<file path="src/hdl/ranging_frame_deframer_assert.svh">
// Assertion macros used by the ranging frame deframer back end.
`ifndef RANGING_FRAME_DEFRAMER_ASSERT_SVH
`define RANGING_FRAME_DEFRAMER_ASSERT_SVH
`ifndef SYNTH
`define RFD_ASSERT(lbl, clk, rst_n, prop) \
    lbl: assert property (@(posedge clk) disable iff (!rst_n) (prop)) \
        else $error("rfd assertion failed");
`define RFD_ASSERT_NEXT(lbl, clk, rst_n, ante, cons) \
    lbl: assert property (@(posedge clk) disable iff (!rst_n) (ante) |=> (cons)) \
        else $error("rfd assertion failed");
`else
`define RFD_ASSERT(lbl, clk, rst_n, prop)
`define RFD_ASSERT_NEXT(lbl, clk, rst_n, ante, cons)
`endif
`endif

</file>
<file path="src/hdl/rfd_pkg.sv">
// Types and constants of the ranging frame deframer.
package rfd_pkg;
    localparam int ANCHOR_COUNT = 8;
    localparam int FRAME_BYTES  = 37;
    localparam int STORE_DEPTH  = 64;
    localparam int STORE_AW     = $clog2(STORE_DEPTH);
    localparam int FILL_W       = 6;
    localparam int AIDX_W       = 3;
    localparam int OFS_VERSION  = 2;
    localparam int OFS_DATA     = 3;
    localparam int OFS_CHECKSUM = FRAME_BYTES - 2;
    localparam int OFS_FOOTER   = FRAME_BYTES - 1;
    localparam int DATA_END     = OFS_DATA + 4 * ANCHOR_COUNT;
    localparam int QUEUE_DEPTH  = 2;

    localparam logic [1:0] REG_HEADER = 2'd0;
    localparam logic [1:0] REG_LENGTH = 2'd1;
    localparam logic [1:0] REG_FOOTER = 2'd2;

    typedef enum logic [1:0] {
        ST_NONE = 2'd0,
        ST_GOOD = 2'd1,
        ST_BAD  = 2'd2
    } t_status;

    typedef enum logic [2:0] {
        ERR_NONE     = 3'd0,
        ERR_LENGTH   = 3'd1,
        ERR_HEADER   = 3'd2,
        ERR_FOOTER   = 3'd3,
        ERR_CHECKSUM = 3'd4
    } t_err;

    typedef struct packed {
        logic [7:0] rx_byte;
        logic       is_hdr;
        logic       is_len;
    } t_qitem;
endpackage

</file>
<file path="src/hdl/rfd_chan_if.sv">
// Channel interfaces for received bytes and result records.
interface rfd_in_if;
    logic       valid;
    logic       ready;
    logic [7:0] rx_byte;
    modport source (output valid, rx_byte, input ready);
    modport sink (input valid, rx_byte, output ready);
endinterface

interface rfd_out_if;
    logic        valid;
    logic        ready;
    logic [1:0]  status;
    logic [2:0]  error_code;
    logic [7:0]  version;
    logic [2:0]  anchor_index;
    logic [31:0] anchor_dist;
    logic        anchor_valid;
    logic [7:0]  anchor_mask;
    logic        last;
    logic [31:0] accepted_count;
    logic [31:0] rejected_count;
    modport source (output valid, status, error_code, version, anchor_index, anchor_dist,
                    anchor_valid, anchor_mask, last, accepted_count, rejected_count,
                    input ready);
    modport sink (input valid, status, error_code, version, anchor_index, anchor_dist,
                  anchor_valid, anchor_mask, last, accepted_count, rejected_count,
                  output ready);
endinterface

</file>
<file path="src/hdl/rfd_ram.sv">
// Generic single-write, single-read RAM with registered read data.
module rfd_ram #(
    parameter int WIDTH = 8,
    parameter int DEPTH = 64
) (
    input  logic                     i_clk,
    input  logic                     i_we,
    input  logic [$clog2(DEPTH)-1:0] i_waddr,
    input  logic [WIDTH-1:0]         i_wdata,
    input  logic [$clog2(DEPTH)-1:0] i_raddr,
    output logic [WIDTH-1:0]         o_rdata
);
    logic [WIDTH-1:0] r_mem [DEPTH];
    logic [WIDTH-1:0] r_rdata;

    always_ff @(posedge i_clk) begin
        if (i_we) begin
            r_mem[i_waddr] <= i_wdata;
        end
        r_rdata <= r_mem[i_raddr];
    end

    assign o_rdata = r_rdata;
endmodule

</file>
<file path="src/hdl/rfd_front.sv">
// Front end: accepts bytes, tags header and length matches, queues them.
module rfd_front
    import rfd_pkg::*;
(
    input  logic       i_clk,
    input  logic       i_rst_n,
    rfd_in_if.sink     i_rx,
    input  logic [7:0] i_header,
    input  logic [7:0] i_length,
    output t_qitem     o_item,
    output logic       o_item_valid,
    input  logic       i_item_pop
);
    t_qitem     r_q [QUEUE_DEPTH];
    logic       r_wp;
    logic       r_rp;
    logic [1:0] r_cnt;
    logic       push;
    t_qitem     item;

    assign i_rx.ready   = (r_cnt != 2'(QUEUE_DEPTH));
    assign push         = i_rx.valid && i_rx.ready;
    assign item.rx_byte = i_rx.rx_byte;
    assign item.is_hdr  = (i_rx.rx_byte == i_header);
    assign item.is_len  = (i_rx.rx_byte == i_length);
    assign o_item       = r_q[r_rp];
    assign o_item_valid = (r_cnt != 2'd0);

    always_ff @(posedge i_clk) begin
        if (push) begin
            r_q[r_wp] <= item;
        end
        if (!i_rst_n) begin
            r_wp  <= 1'b0;
            r_rp  <= 1'b0;
            r_cnt <= 2'd0;
        end else begin
            if (push) begin
                r_wp <= ~r_wp;
            end
            if (i_item_pop) begin
                r_rp <= ~r_rp;
            end
            if (push && !i_item_pop) begin
                r_cnt <= r_cnt + 2'd1;
            end else if (!push && i_item_pop) begin
                r_cnt <= r_cnt - 2'd1;
            end
        end
    end
endmodule

</file>
<file path="src/hdl/rfd_back.sv">
// Back end: frame store, frame checks, resync search and result records.
`include "ranging_frame_deframer_assert.svh"
module rfd_back
    import rfd_pkg::*;
(
    input  logic       i_clk,
    input  logic       i_rst_n,
    input  t_qitem     i_item,
    input  logic       i_item_valid,
    output logic       o_item_pop,
    input  logic [7:0] i_header,
    input  logic [7:0] i_length,
    input  logic [7:0] i_footer,
    rfd_out_if.source  o_res
);
    typedef enum logic [2:0] {
        S_IDLE, S_JUDGE, S_DECIDE, S_EREAD, S_EOUT
    } t_state;

    t_state                r_state;
    logic [FILL_W-1:0]     r_fill;
    logic [STORE_AW-1:0]   r_base;
    logic [31:0]           r_good;
    logic [31:0]           r_bad;
    logic [5:0]            r_iss;
    logic [7:0]            r_sum;
    logic                  r_hdr_ok;
    logic                  r_len_ok;
    logic                  r_chk_ok;
    logic                  r_foot_ok;
    logic                  r_last_hdr;
    logic                  r_found;
    logic [FILL_W-1:0]     r_pos;
    logic [7:0]            r_prev;
    logic                  r_z;
    logic                  r_o;
    logic [ANCHOR_COUNT-1:0] r_mask;
    logic [7:0]            r_version;
    logic [AIDX_W-1:0]     r_anchor;
    logic [2:0]            r_k;
    logic [31:0]           r_dist;

    logic                  r_ov;
    t_status               r_o_status;
    t_err                  r_o_err;
    logic [7:0]            r_o_version;
    logic [AIDX_W-1:0]     r_o_anchor;
    logic [31:0]           r_o_dist;
    logic                  r_o_aval;
    logic [ANCHOR_COUNT-1:0] r_o_mask;
    logic                  r_o_last;
    logic [31:0]           r_o_good;
    logic [31:0]           r_o_bad;

    logic                  out_free;
    logic                  we;
    logic [STORE_AW-1:0]   waddr;
    logic [STORE_AW-1:0]   raddr;
    logic [7:0]            rd;
    logic [5:0]            p;
    logic [5:0]            off;
    logic                  in_data;
    logic                  z_new;
    logic                  o_new;
    logic                  pair_hit;
    t_err                  err;
    logic                  last_issue;
    logic                  good_beat;

    rfd_ram #(.WIDTH(8), .DEPTH(STORE_DEPTH)) u_store (
        .i_clk   (i_clk),
        .i_we    (we),
        .i_waddr (waddr),
        .i_wdata (i_item.rx_byte),
        .i_raddr (raddr),
        .o_rdata (rd)
    );

    assign out_free = !r_ov || o_res.ready;
    assign p        = r_iss - 6'd1;
    assign off      = p - 6'(OFS_DATA);
    assign in_data  = (p >= 6'(OFS_DATA)) && (p < 6'(DATA_END));
    assign z_new    = ((off[1:0] == 2'd0) || r_z) && (rd == 8'h00);
    assign o_new    = ((off[1:0] == 2'd0) || r_o) && (rd == 8'hFF);
    assign pair_hit = (p >= 6'd2) && !r_found && (r_prev == i_header) && (rd == i_length);
    assign last_issue = (r_state == S_EOUT) && out_free
                        && (r_anchor == AIDX_W'(ANCHOR_COUNT - 1));
    assign good_beat  = r_ov && (r_o_status == ST_GOOD);

    always_comb begin
        if (!r_hdr_ok) begin
            err = ERR_HEADER;
        end else if (!r_len_ok) begin
            err = ERR_LENGTH;
        end else if (!r_foot_ok) begin
            err = ERR_FOOTER;
        end else if (!r_chk_ok) begin
            err = ERR_CHECKSUM;
        end else begin
            err = ERR_NONE;
        end
    end

    always_comb begin
        o_item_pop = 1'b0;
        we         = 1'b0;
        waddr      = r_base;
        raddr      = r_base;
        unique case (r_state)
            S_IDLE: begin
                if (i_item_valid && out_free) begin
                    o_item_pop = 1'b1;
                    if (r_fill == '0 || (r_fill == FILL_W'(1) && !i_item.is_len)) begin
                        we = i_item.is_hdr;
                    end else begin
                        we    = 1'b1;
                        waddr = r_base + STORE_AW'(r_fill);
                    end
                end
            end
            S_JUDGE: begin
                raddr = r_base + STORE_AW'(r_iss);
            end
            S_EREAD: begin
                raddr = r_base + STORE_AW'(OFS_DATA) + STORE_AW'({r_anchor, 2'b00})
                        + STORE_AW'(r_k[1:0]);
            end
            default: begin
            end
        endcase
    end

    always_ff @(posedge i_clk) begin
        if (!i_rst_n) begin
            r_state <= S_IDLE;
            r_fill  <= '0;
            r_base  <= '0;
            r_good  <= '0;
            r_bad   <= '0;
            r_ov    <= 1'b0;
        end else begin
            if (o_res.ready) begin
                r_ov <= 1'b0;
            end
            unique case (r_state)
                S_IDLE: begin
                    if (o_item_pop) begin
                        r_o_status  <= ST_NONE;
                        r_o_err     <= ERR_NONE;
                        r_o_version <= '0;
                        r_o_anchor  <= '0;
                        r_o_dist    <= '0;
                        r_o_aval    <= 1'b0;
                        r_o_mask    <= '0;
                        r_o_last    <= 1'b1;
                        r_o_good    <= r_good;
                        r_o_bad     <= r_bad;
                        if (r_fill == '0) begin
                            r_ov <= 1'b1;
                            if (i_item.is_hdr) begin
                                r_fill <= FILL_W'(1);
                            end
                        end else if (r_fill == FILL_W'(1) && !i_item.is_len) begin
                            r_ov       <= 1'b1;
                            r_bad      <= r_bad + 32'd1;
                            r_o_bad    <= r_bad + 32'd1;
                            r_o_status <= ST_BAD;
                            r_o_err    <= ERR_LENGTH;
                            r_fill     <= i_item.is_hdr ? FILL_W'(1) : '0;
                        end else begin
                            r_fill <= r_fill + FILL_W'(1);
                            if (r_fill + FILL_W'(1) == FILL_W'(FRAME_BYTES)) begin
                                r_state <= S_JUDGE;
                                r_iss   <= '0;
                                r_sum   <= '0;
                                r_found <= 1'b0;
                                r_mask  <= '0;
                            end else begin
                                r_ov <= 1'b1;
                            end
                        end
                    end
                end
                S_JUDGE: begin
                    r_iss <= r_iss + 6'd1;
                    if (r_iss != '0) begin
                        r_prev <= rd;
                        if (p == 6'd0) begin
                            r_hdr_ok <= (rd == i_header);
                        end
                        if (p == 6'd1) begin
                            r_len_ok <= (rd == i_length);
                        end
                        if (p == 6'(OFS_VERSION)) begin
                            r_version <= rd;
                        end
                        if (p < 6'(OFS_CHECKSUM)) begin
                            r_sum <= r_sum + rd;
                        end
                        if (p == 6'(OFS_CHECKSUM)) begin
                            r_chk_ok <= (rd == r_sum);
                        end
                        if (p == 6'(OFS_FOOTER)) begin
                            r_foot_ok  <= (rd == i_footer);
                            r_last_hdr <= (rd == i_header);
                        end
                        if (in_data) begin
                            r_z <= z_new;
                            r_o <= o_new;
                            if (off[1:0] == 2'd3) begin
                                r_mask[off[AIDX_W+1:2]] <= !(z_new || o_new);
                            end
                        end
                        if (pair_hit) begin
                            r_found <= 1'b1;
                            r_pos   <= FILL_W'(p - 6'd1);
                        end
                        if (r_iss == 6'(FRAME_BYTES)) begin
                            r_state <= S_DECIDE;
                        end
                    end
                end
                S_DECIDE: begin
                    if (out_free) begin
                        if (err == ERR_NONE) begin
                            r_good   <= r_good + 32'd1;
                            r_fill   <= '0;
                            r_anchor <= '0;
                            r_k      <= '0;
                            r_state  <= S_EREAD;
                        end else begin
                            r_bad       <= r_bad + 32'd1;
                            r_ov        <= 1'b1;
                            r_o_status  <= ST_BAD;
                            r_o_err     <= err;
                            r_o_version <= '0;
                            r_o_anchor  <= '0;
                            r_o_dist    <= '0;
                            r_o_aval    <= 1'b0;
                            r_o_mask    <= '0;
                            r_o_last    <= 1'b1;
                            r_o_good    <= r_good;
                            r_o_bad     <= r_bad + 32'd1;
                            if (r_found) begin
                                r_base <= r_base + STORE_AW'(r_pos);
                                r_fill <= FILL_W'(FRAME_BYTES) - r_pos;
                            end else if (r_last_hdr) begin
                                r_base <= r_base + STORE_AW'(OFS_FOOTER);
                                r_fill <= FILL_W'(1);
                            end else begin
                                r_fill <= '0;
                            end
                            r_state <= S_IDLE;
                        end
                    end
                end
                S_EREAD: begin
                    r_k <= r_k + 3'd1;
                    if (r_k != 3'd0) begin
                        r_dist <= {rd, r_dist[31:8]};
                    end
                    if (r_k == 3'd4) begin
                        r_state <= S_EOUT;
                    end
                end
                S_EOUT: begin
                    if (out_free) begin
                        r_ov        <= 1'b1;
                        r_o_status  <= ST_GOOD;
                        r_o_err     <= ERR_NONE;
                        r_o_version <= r_version;
                        r_o_anchor  <= r_anchor;
                        r_o_dist    <= r_dist;
                        r_o_aval    <= r_mask[r_anchor];
                        r_o_mask    <= r_mask;
                        r_o_last    <= (r_anchor == AIDX_W'(ANCHOR_COUNT - 1));
                        r_o_good    <= r_good;
                        r_o_bad     <= r_bad;
                        r_k         <= '0;
                        if (r_anchor == AIDX_W'(ANCHOR_COUNT - 1)) begin
                            r_state <= S_IDLE;
                        end else begin
                            r_anchor <= r_anchor + AIDX_W'(1);
                            r_state  <= S_EREAD;
                        end
                    end
                end
                default: begin
                    r_state <= S_IDLE;
                end
            endcase
        end
    end

    assign o_res.valid          = r_ov;
    assign o_res.status         = r_o_status;
    assign o_res.error_code     = r_o_err;
    assign o_res.version        = r_o_version;
    assign o_res.anchor_index   = r_o_anchor;
    assign o_res.anchor_dist    = r_o_dist;
    assign o_res.anchor_valid   = r_o_aval;
    assign o_res.anchor_mask    = r_o_mask;
    assign o_res.last           = r_o_last;
    assign o_res.accepted_count = r_o_good;
    assign o_res.rejected_count = r_o_bad;

    `RFD_ASSERT(a_fill_range, i_clk, i_rst_n, r_fill <= FILL_W'(FRAME_BYTES))
    `RFD_ASSERT(a_good_no_err, i_clk, i_rst_n, !(good_beat && r_o_err != ERR_NONE))
    `RFD_ASSERT_NEXT(a_last_rec, i_clk, i_rst_n, last_issue, r_state == S_IDLE && r_o_last)
endmodule

</file>
<file path="src/hdl/ranging_frame_deframer.sv">
// Ranging frame deframer top level: register port, front end and back end.
//
// Bytes from the serial link arrive on i_rx, one per beat; result records
// leave on o_res, one per beat. Every byte gives one record, except the byte
// that completes a good frame, which gives one record per anchor, the final
// one marked by last. Software loads the header, length and footer values
// through the register port while the block is idle.
// A byte that does not complete a frame passes the two-entry input queue and
// the back-end output register before its record is valid on o_res. The
// completing byte starts a scan of the stored frame, one byte a cycle through
// the single read port of the frame store, to check the frame and find the
// next header-plus-length pair; each anchor record is then read from the
// store byte by byte.
// Reset empties the queue and the frame store and clears both counters and
// the registers. When the receiver stalls, the result stays in the output
// register, the back end stops and the input queue fills, after which i_rx
// ready drops until the back end moves on.
module ranging_frame_deframer
    import rfd_pkg::*;
(
    input  logic        i_clk,
    input  logic        i_rst_n,
    rfd_in_if.sink      i_rx,
    rfd_out_if.source   o_res,
    input  logic        psel,
    input  logic        penable,
    input  logic        pwrite,
    input  logic [3:0]  paddr,
    input  logic [31:0] pwdata,
    output logic [31:0] prdata,
    output logic        pready
);
    logic [7:0] r_header;
    logic [7:0] r_length;
    logic [7:0] r_footer;
    t_qitem     item;
    logic       item_valid;
    logic       item_pop;

    assign pready = 1'b1;

    always_ff @(posedge i_clk) begin
        if (!i_rst_n) begin
            r_header <= '0;
            r_length <= '0;
            r_footer <= '0;
        end else if (psel && penable && pwrite) begin
            unique case (paddr[3:2])
                REG_HEADER: r_header <= pwdata[7:0];
                REG_LENGTH: r_length <= pwdata[7:0];
                REG_FOOTER: r_footer <= pwdata[7:0];
                default: begin
                end
            endcase
        end
    end

    always_comb begin
        unique case (paddr[3:2])
            REG_HEADER: prdata = {24'd0, r_header};
            REG_LENGTH: prdata = {24'd0, r_length};
            REG_FOOTER: prdata = {24'd0, r_footer};
            default:    prdata = '0;
        endcase
    end

    rfd_front u_front (
        .i_clk        (i_clk),
        .i_rst_n      (i_rst_n),
        .i_rx         (i_rx),
        .i_header     (r_header),
        .i_length     (r_length),
        .o_item       (item),
        .o_item_valid (item_valid),
        .i_item_pop   (item_pop)
    );

    rfd_back u_back (
        .i_clk        (i_clk),
        .i_rst_n      (i_rst_n),
        .i_item       (item),
        .i_item_valid (item_valid),
        .o_item_pop   (item_pop),
        .i_header     (r_header),
        .i_length     (r_length),
        .i_footer     (r_footer),
        .o_res        (o_res)
    );
endmodule

</file>
<file path="src/flat_wrapper.sv">
// flat-port wrapper written by rule: the top's interface ports become plain ports
module ranging_frame_deframer_flat import rfd_pkg::*;
  (i_clk, i_rst_n, psel, penable, pwrite, paddr, pwdata, prdata, pready, i_rx_valid, i_rx_rx_byte, i_rx_ready, o_res_valid, o_res_status, o_res_error_code, o_res_version, o_res_anchor_index, o_res_anchor_dist, o_res_anchor_valid, o_res_anchor_mask, o_res_last, o_res_accepted_count, o_res_rejected_count, o_res_ready);
  rfd_in_if i_rx_i ();
  rfd_out_if o_res_i ();
  input  logic i_clk;
  input  logic i_rst_n;
  input  logic psel;
  input  logic penable;
  input  logic pwrite;
  input  logic [3:0] paddr;
  input  logic [31:0] pwdata;
  output logic [31:0] prdata;
  output logic pready;
  input wire logic [$bits(i_rx_i.valid)-1:0] i_rx_valid;
  input wire logic [$bits(i_rx_i.rx_byte)-1:0] i_rx_rx_byte;
  output wire logic [$bits(i_rx_i.ready)-1:0] i_rx_ready;
  output wire logic [$bits(o_res_i.valid)-1:0] o_res_valid;
  output wire logic [$bits(o_res_i.status)-1:0] o_res_status;
  output wire logic [$bits(o_res_i.error_code)-1:0] o_res_error_code;
  output wire logic [$bits(o_res_i.version)-1:0] o_res_version;
  output wire logic [$bits(o_res_i.anchor_index)-1:0] o_res_anchor_index;
  output wire logic [$bits(o_res_i.anchor_dist)-1:0] o_res_anchor_dist;
  output wire logic [$bits(o_res_i.anchor_valid)-1:0] o_res_anchor_valid;
  output wire logic [$bits(o_res_i.anchor_mask)-1:0] o_res_anchor_mask;
  output wire logic [$bits(o_res_i.last)-1:0] o_res_last;
  output wire logic [$bits(o_res_i.accepted_count)-1:0] o_res_accepted_count;
  output wire logic [$bits(o_res_i.rejected_count)-1:0] o_res_rejected_count;
  input wire logic [$bits(o_res_i.ready)-1:0] o_res_ready;
  assign i_rx_i.valid = i_rx_valid;
  assign i_rx_i.rx_byte = i_rx_rx_byte;
  assign i_rx_ready = i_rx_i.ready;
  assign o_res_valid = o_res_i.valid;
  assign o_res_status = o_res_i.status;
  assign o_res_error_code = o_res_i.error_code;
  assign o_res_version = o_res_i.version;
  assign o_res_anchor_index = o_res_i.anchor_index;
  assign o_res_anchor_dist = o_res_i.anchor_dist;
  assign o_res_anchor_valid = o_res_i.anchor_valid;
  assign o_res_anchor_mask = o_res_i.anchor_mask;
  assign o_res_last = o_res_i.last;
  assign o_res_accepted_count = o_res_i.accepted_count;
  assign o_res_rejected_count = o_res_i.rejected_count;
  assign o_res_i.ready = o_res_ready;
  ranging_frame_deframer u_core (.i_clk(i_clk), .i_rst_n(i_rst_n), .i_rx(i_rx_i), .o_res(o_res_i), .psel(psel), .penable(penable), .pwrite(pwrite), .paddr(paddr), .pwdata(pwdata), .prdata(prdata), .pready(pready));
endmodule
</file>
<file path="config.mk">
export PLATFORM = sky130hd
export DESIGN_NAME = ranging_frame_deframer_flat
export DESIGN_NICKNAME = d
export VERILOG_FILES = /design/src/hdl/rfd_pkg.sv /design/src/hdl/rfd_chan_if.sv /design/src/hdl/rfd_ram.sv /design/src/hdl/rfd_front.sv /design/src/hdl/rfd_back.sv /design/src/hdl/ranging_frame_deframer.sv /design/src/flat_wrapper.sv
export VERILOG_INCLUDE_DIRS = /design/src /design/src/hdl
export SDC_FILE = /design/constraint.sdc
export NUM_CORES = 1
export LEC_CHECK = 0
export ABC_AREA = 1
export BUFFER_PORTS_ARGS = -buffer_cell sky130_fd_sc_hd__buf_2
export CAP_MARGIN = 0
export CORE_MARGIN = 1
export CORE_UTILIZATION = 30
export DETAILED_ROUTE_END_ITERATION = 7
export GPL_TIMING_DRIVEN = 0
export SLEW_MARGIN = 25
export SYNTH_ARGS = -nofsm -noshare
export SYNTH_HDL_FRONTEND = slang
export SYNTH_SLANG_ARGS = --single-unit
</file>
<file path="constraint.sdc">
create_clock -name i_clk -period 15.6 [get_ports i_clk]
set_input_delay 1.56 -clock i_clk [delete_from_list [all_inputs] [get_ports i_clk]]
set_output_delay 1.56 -clock i_clk [all_outputs]
set_load 0.01 [all_outputs]
</file>
==> metrics.yaml <==
outcome:
  status: "completed"
clock_tree:
  h-tree-depth: 3
  cts_resized: 0
  insertion_delay_ps: 680
  cts_buffers: 95
  clock_sinks: 861
  hold_buffers: 0
  cts_tree: "done"
  ctsRootBufferMaster: "clkbuf_16"
  postCtsSetupRepairBufs: 0
  clock_path_buffers: 3
  clk_pin_slew_ps: 60
final_layout:
  final_cells: 6472
  nets: 4715
  area_growth_pct: 16.1
  final_cell_area_um2: 47900
  drive_gt1_share_pct: 10.9
critical_path:
  crit_chain: "buf_2, clkinv_1, a21oi_1, inv_1, nor4_2, buf_2, buf_2, buf_2, buf_2, buf_2, buf_4, buf_2, buf_2, buf_2"
  required_ps: 15980
  cpMostUsedCell: "buf_2"
  cp_slowest_cell: "nor4_2"
  critical_path_arrival_ps: 5420
  worstRegToRegCells: 16
  critPathKind: "in2reg"
  endpoint_kind: "flop"
  cp_max_fo: 9
  cp-start-kind: "input pin"
  max_stage_delay_ps: 560
placement:
  io_buffer_count: 156
  gp_congestion: 0.950
  pre_cts_slack_ps: 9850
  dp_cells: 6294
  dpl.hpwl_um: 87300
  post_dp_cell_area_um2: 44700
global_routing:
  antenna_found_initial: 1
  grt_pass1_wl_um: 185000
  grt_pass1_vias: 30600
  grt.total_usage_pct: 17.2
  overflow: 0
  grt_max_degree: 49
routing:
  routed_wl_um: 123000
  drt-initial-drc-count: 2924
  drc: 0
  routed_via_density: 4.96
  firstDrtPassIters: 6
  post_drt_wl_per_cell_um: 19.0
  postRouteAntennaNets: 0
  via_count: 32100
yosys:
  syn_area_per_cell_um2: 9.58
  synth_seq_cells: 861
  synth_cells: 4302
  yosysWarnings: 0
  synth_cell_types: 56
  synth-edff-count: 744
  async_flop_share_pct: 0
  yosysSeqAreaShare_pct: 59.9
  synthFlopType: "edfxtp_1"
  syn_area_um2: 41200
timing:
  setup_viol: 0
  rsz0062_at_grt: "no"
  fmax_mhz: 198
  timing.final.ws_setup_ps: 10550
  finClkSkew_ps: 25.1
  holdWs_ps: 448
  maxSlewHeadroom_pct: 28.9
  fin_crit_sh_pct: 32.4
  setup_tns_ps: 0
  worstMarginPinSlew_ps: 1060
  period_minus_slack_ps: 5050
  hold_violations: 0
  maxSlewViolCount: 0
power:
  p_per_area_nw_per_um2: 145
  leakagePower_nw: 19.2
  ir_worst_vdd_mv: 0.0908
floorplan:
  initial_core_util_pct: 30.3
  rows: 135
  core_area_um2: 136000
  die_x_um: 373
  ios: 208
  die_height_um: 373
  die-area_um2: 139000
worst_hold_path:
  min_path_cells: 0
  hold_class: "reg2reg"
job:
  cap_violations: 0
-- stage by stage --
stage	power, mW	utilization [%]
after detailed placement	4.69	32.9
after global routing	7.22	35.2
final	6.95	35.2
after CTS	6.95	35.2
after floorplan	4.02	-
after global placement	4.66	32.6
-- where the power goes --
group / internal (mW) / total, mW / switching (mW)
logic: 0.459 / 1.62 / 1.16
registers: 2.90 / 3.05 / 0.150
clock network: 1.34 / 2.28 / 0.939
total: 4.69 / 6.95 / 2.25
-- placed cells by master (no fill, tap or decap), types with 18 or more instances in the layout --
cell / instances
a21oi_1: 144
nand4_1: 286
inv_1: 745
dfxtp_1: 117
clkbuf_16: 97
nand3_1: 580
xnor2_1: 48
nor3_1: 41
or2_2: 19
nand2_1: 632
xor2_1: 40
o21ai_0: 134
nor2_1: 287
clkinv_2: 18
clkbuf_1: 124
ha_1: 49
o211ai_1: 22
edfxtp_1: 744
buf_1: 47
buf_2: 249
conb_1: 25
buf_4: 28
-- layer usage --
layer / global-route usage, % / share of wire, % / vias up
li1: - / - / 15200
met1: 22.3 / 42 / 15300
met2: 28.8 / 47 / 1360
met3: 2.76 / 7.2 / 273
met4: 6.55 / 3.8 / 0
met5: 0 / 0 / -
-- kinds of logic (layout without fill, tap and decap cells) --
group	after synthesis	in the layout	share of synthesized area (%)
simple gates	1896	1896	21.4
buf+inv	1013	1378	9.68
flops	861	861	59.9
compound gates	378	378	5.12
xor+xnor	89	89	1.91
fa+ha+maj	54	54	1.73
mux	9	9	0.243
other cells	2	26	0.0182
-- Yosys cell counts, types with 42 or more instances --
| master | count | share of area (%) |
|---|---|---|
| a21oi_1 | 144 | 1.7 |
| buf_1 | 47 | 0.43 |
| buf_2 | 74 | 0.90 |
| clkbuf_1 | 100 | 0.91 |
| dfxtp_1 | 117 | 5.7 |
| edfxtp_1 | 744 | 54 |
| ha_1 | 49 | 1.5 |
| inv_1 | 745 | 6.8 |
| nand2_1 | 632 | 5.8 |
| nand3_1 | 580 | 7.0 |
| nand4_1 | 286 | 4.3 |
| nor2_1 | 288 | 2.6 |
| nor3_1 | 42 | 0.51 |
| o21ai_0 | 134 | 1.6 |
| xnor2_1 | 48 | 1.0 |
-- sequential cells by signal (all words and copies together), names as in the netlist, 20 cells and up, named ones only --
register	cells
u_core.u_back.r_good	32
u_core.u_front.r_q	20
u_core.u_back.u_store.r_mem	512
u_core.u_back.o_res.accepted_count	32
u_core.u_back.o_res.anchor_dist	32
u_core.u_back.r_dist	32
u_core.u_back.o_res.rejected_count	32
u_core.u_back.r_bad	32
-- worst paths after layout --
kind	slack (ps)	end	start
worst max-delay path	10550	u_core.u_back.o_res.accepted_count[9]	i_rst_n
worst min-delay path	450	u_core.u_back.r_dist[10]	u_core.u_back.r_dist[18]
worst max register to register	11110	u_core.u_back.o_res.accepted_count[9]	u_core.u_back.r_state[2]
worst min register to register	450	u_core.u_back.r_dist[10]	u_core.u_back.r_dist[18]
-- worst max-delay path: cells and delay by family --
kind	cells	cell delay, ps
and+or+nand+nor	1	560
buffers and inverters	12	2940
AOI/OAI and AO/OA	1	350
-- area by class of cell --
cell class	instances	area, um2
sequential	861	24700
tap	1781	2230
buffer	247	1110
clock inverter	51	564
multi-input combinational	2451	12700
timing repair buffer	188	1110
fill	13600	88100
antenna	1	2.50
clock buffer	126	2590
inverter	766	2880
Note: power is estimated with default switching activity, not from simulation.
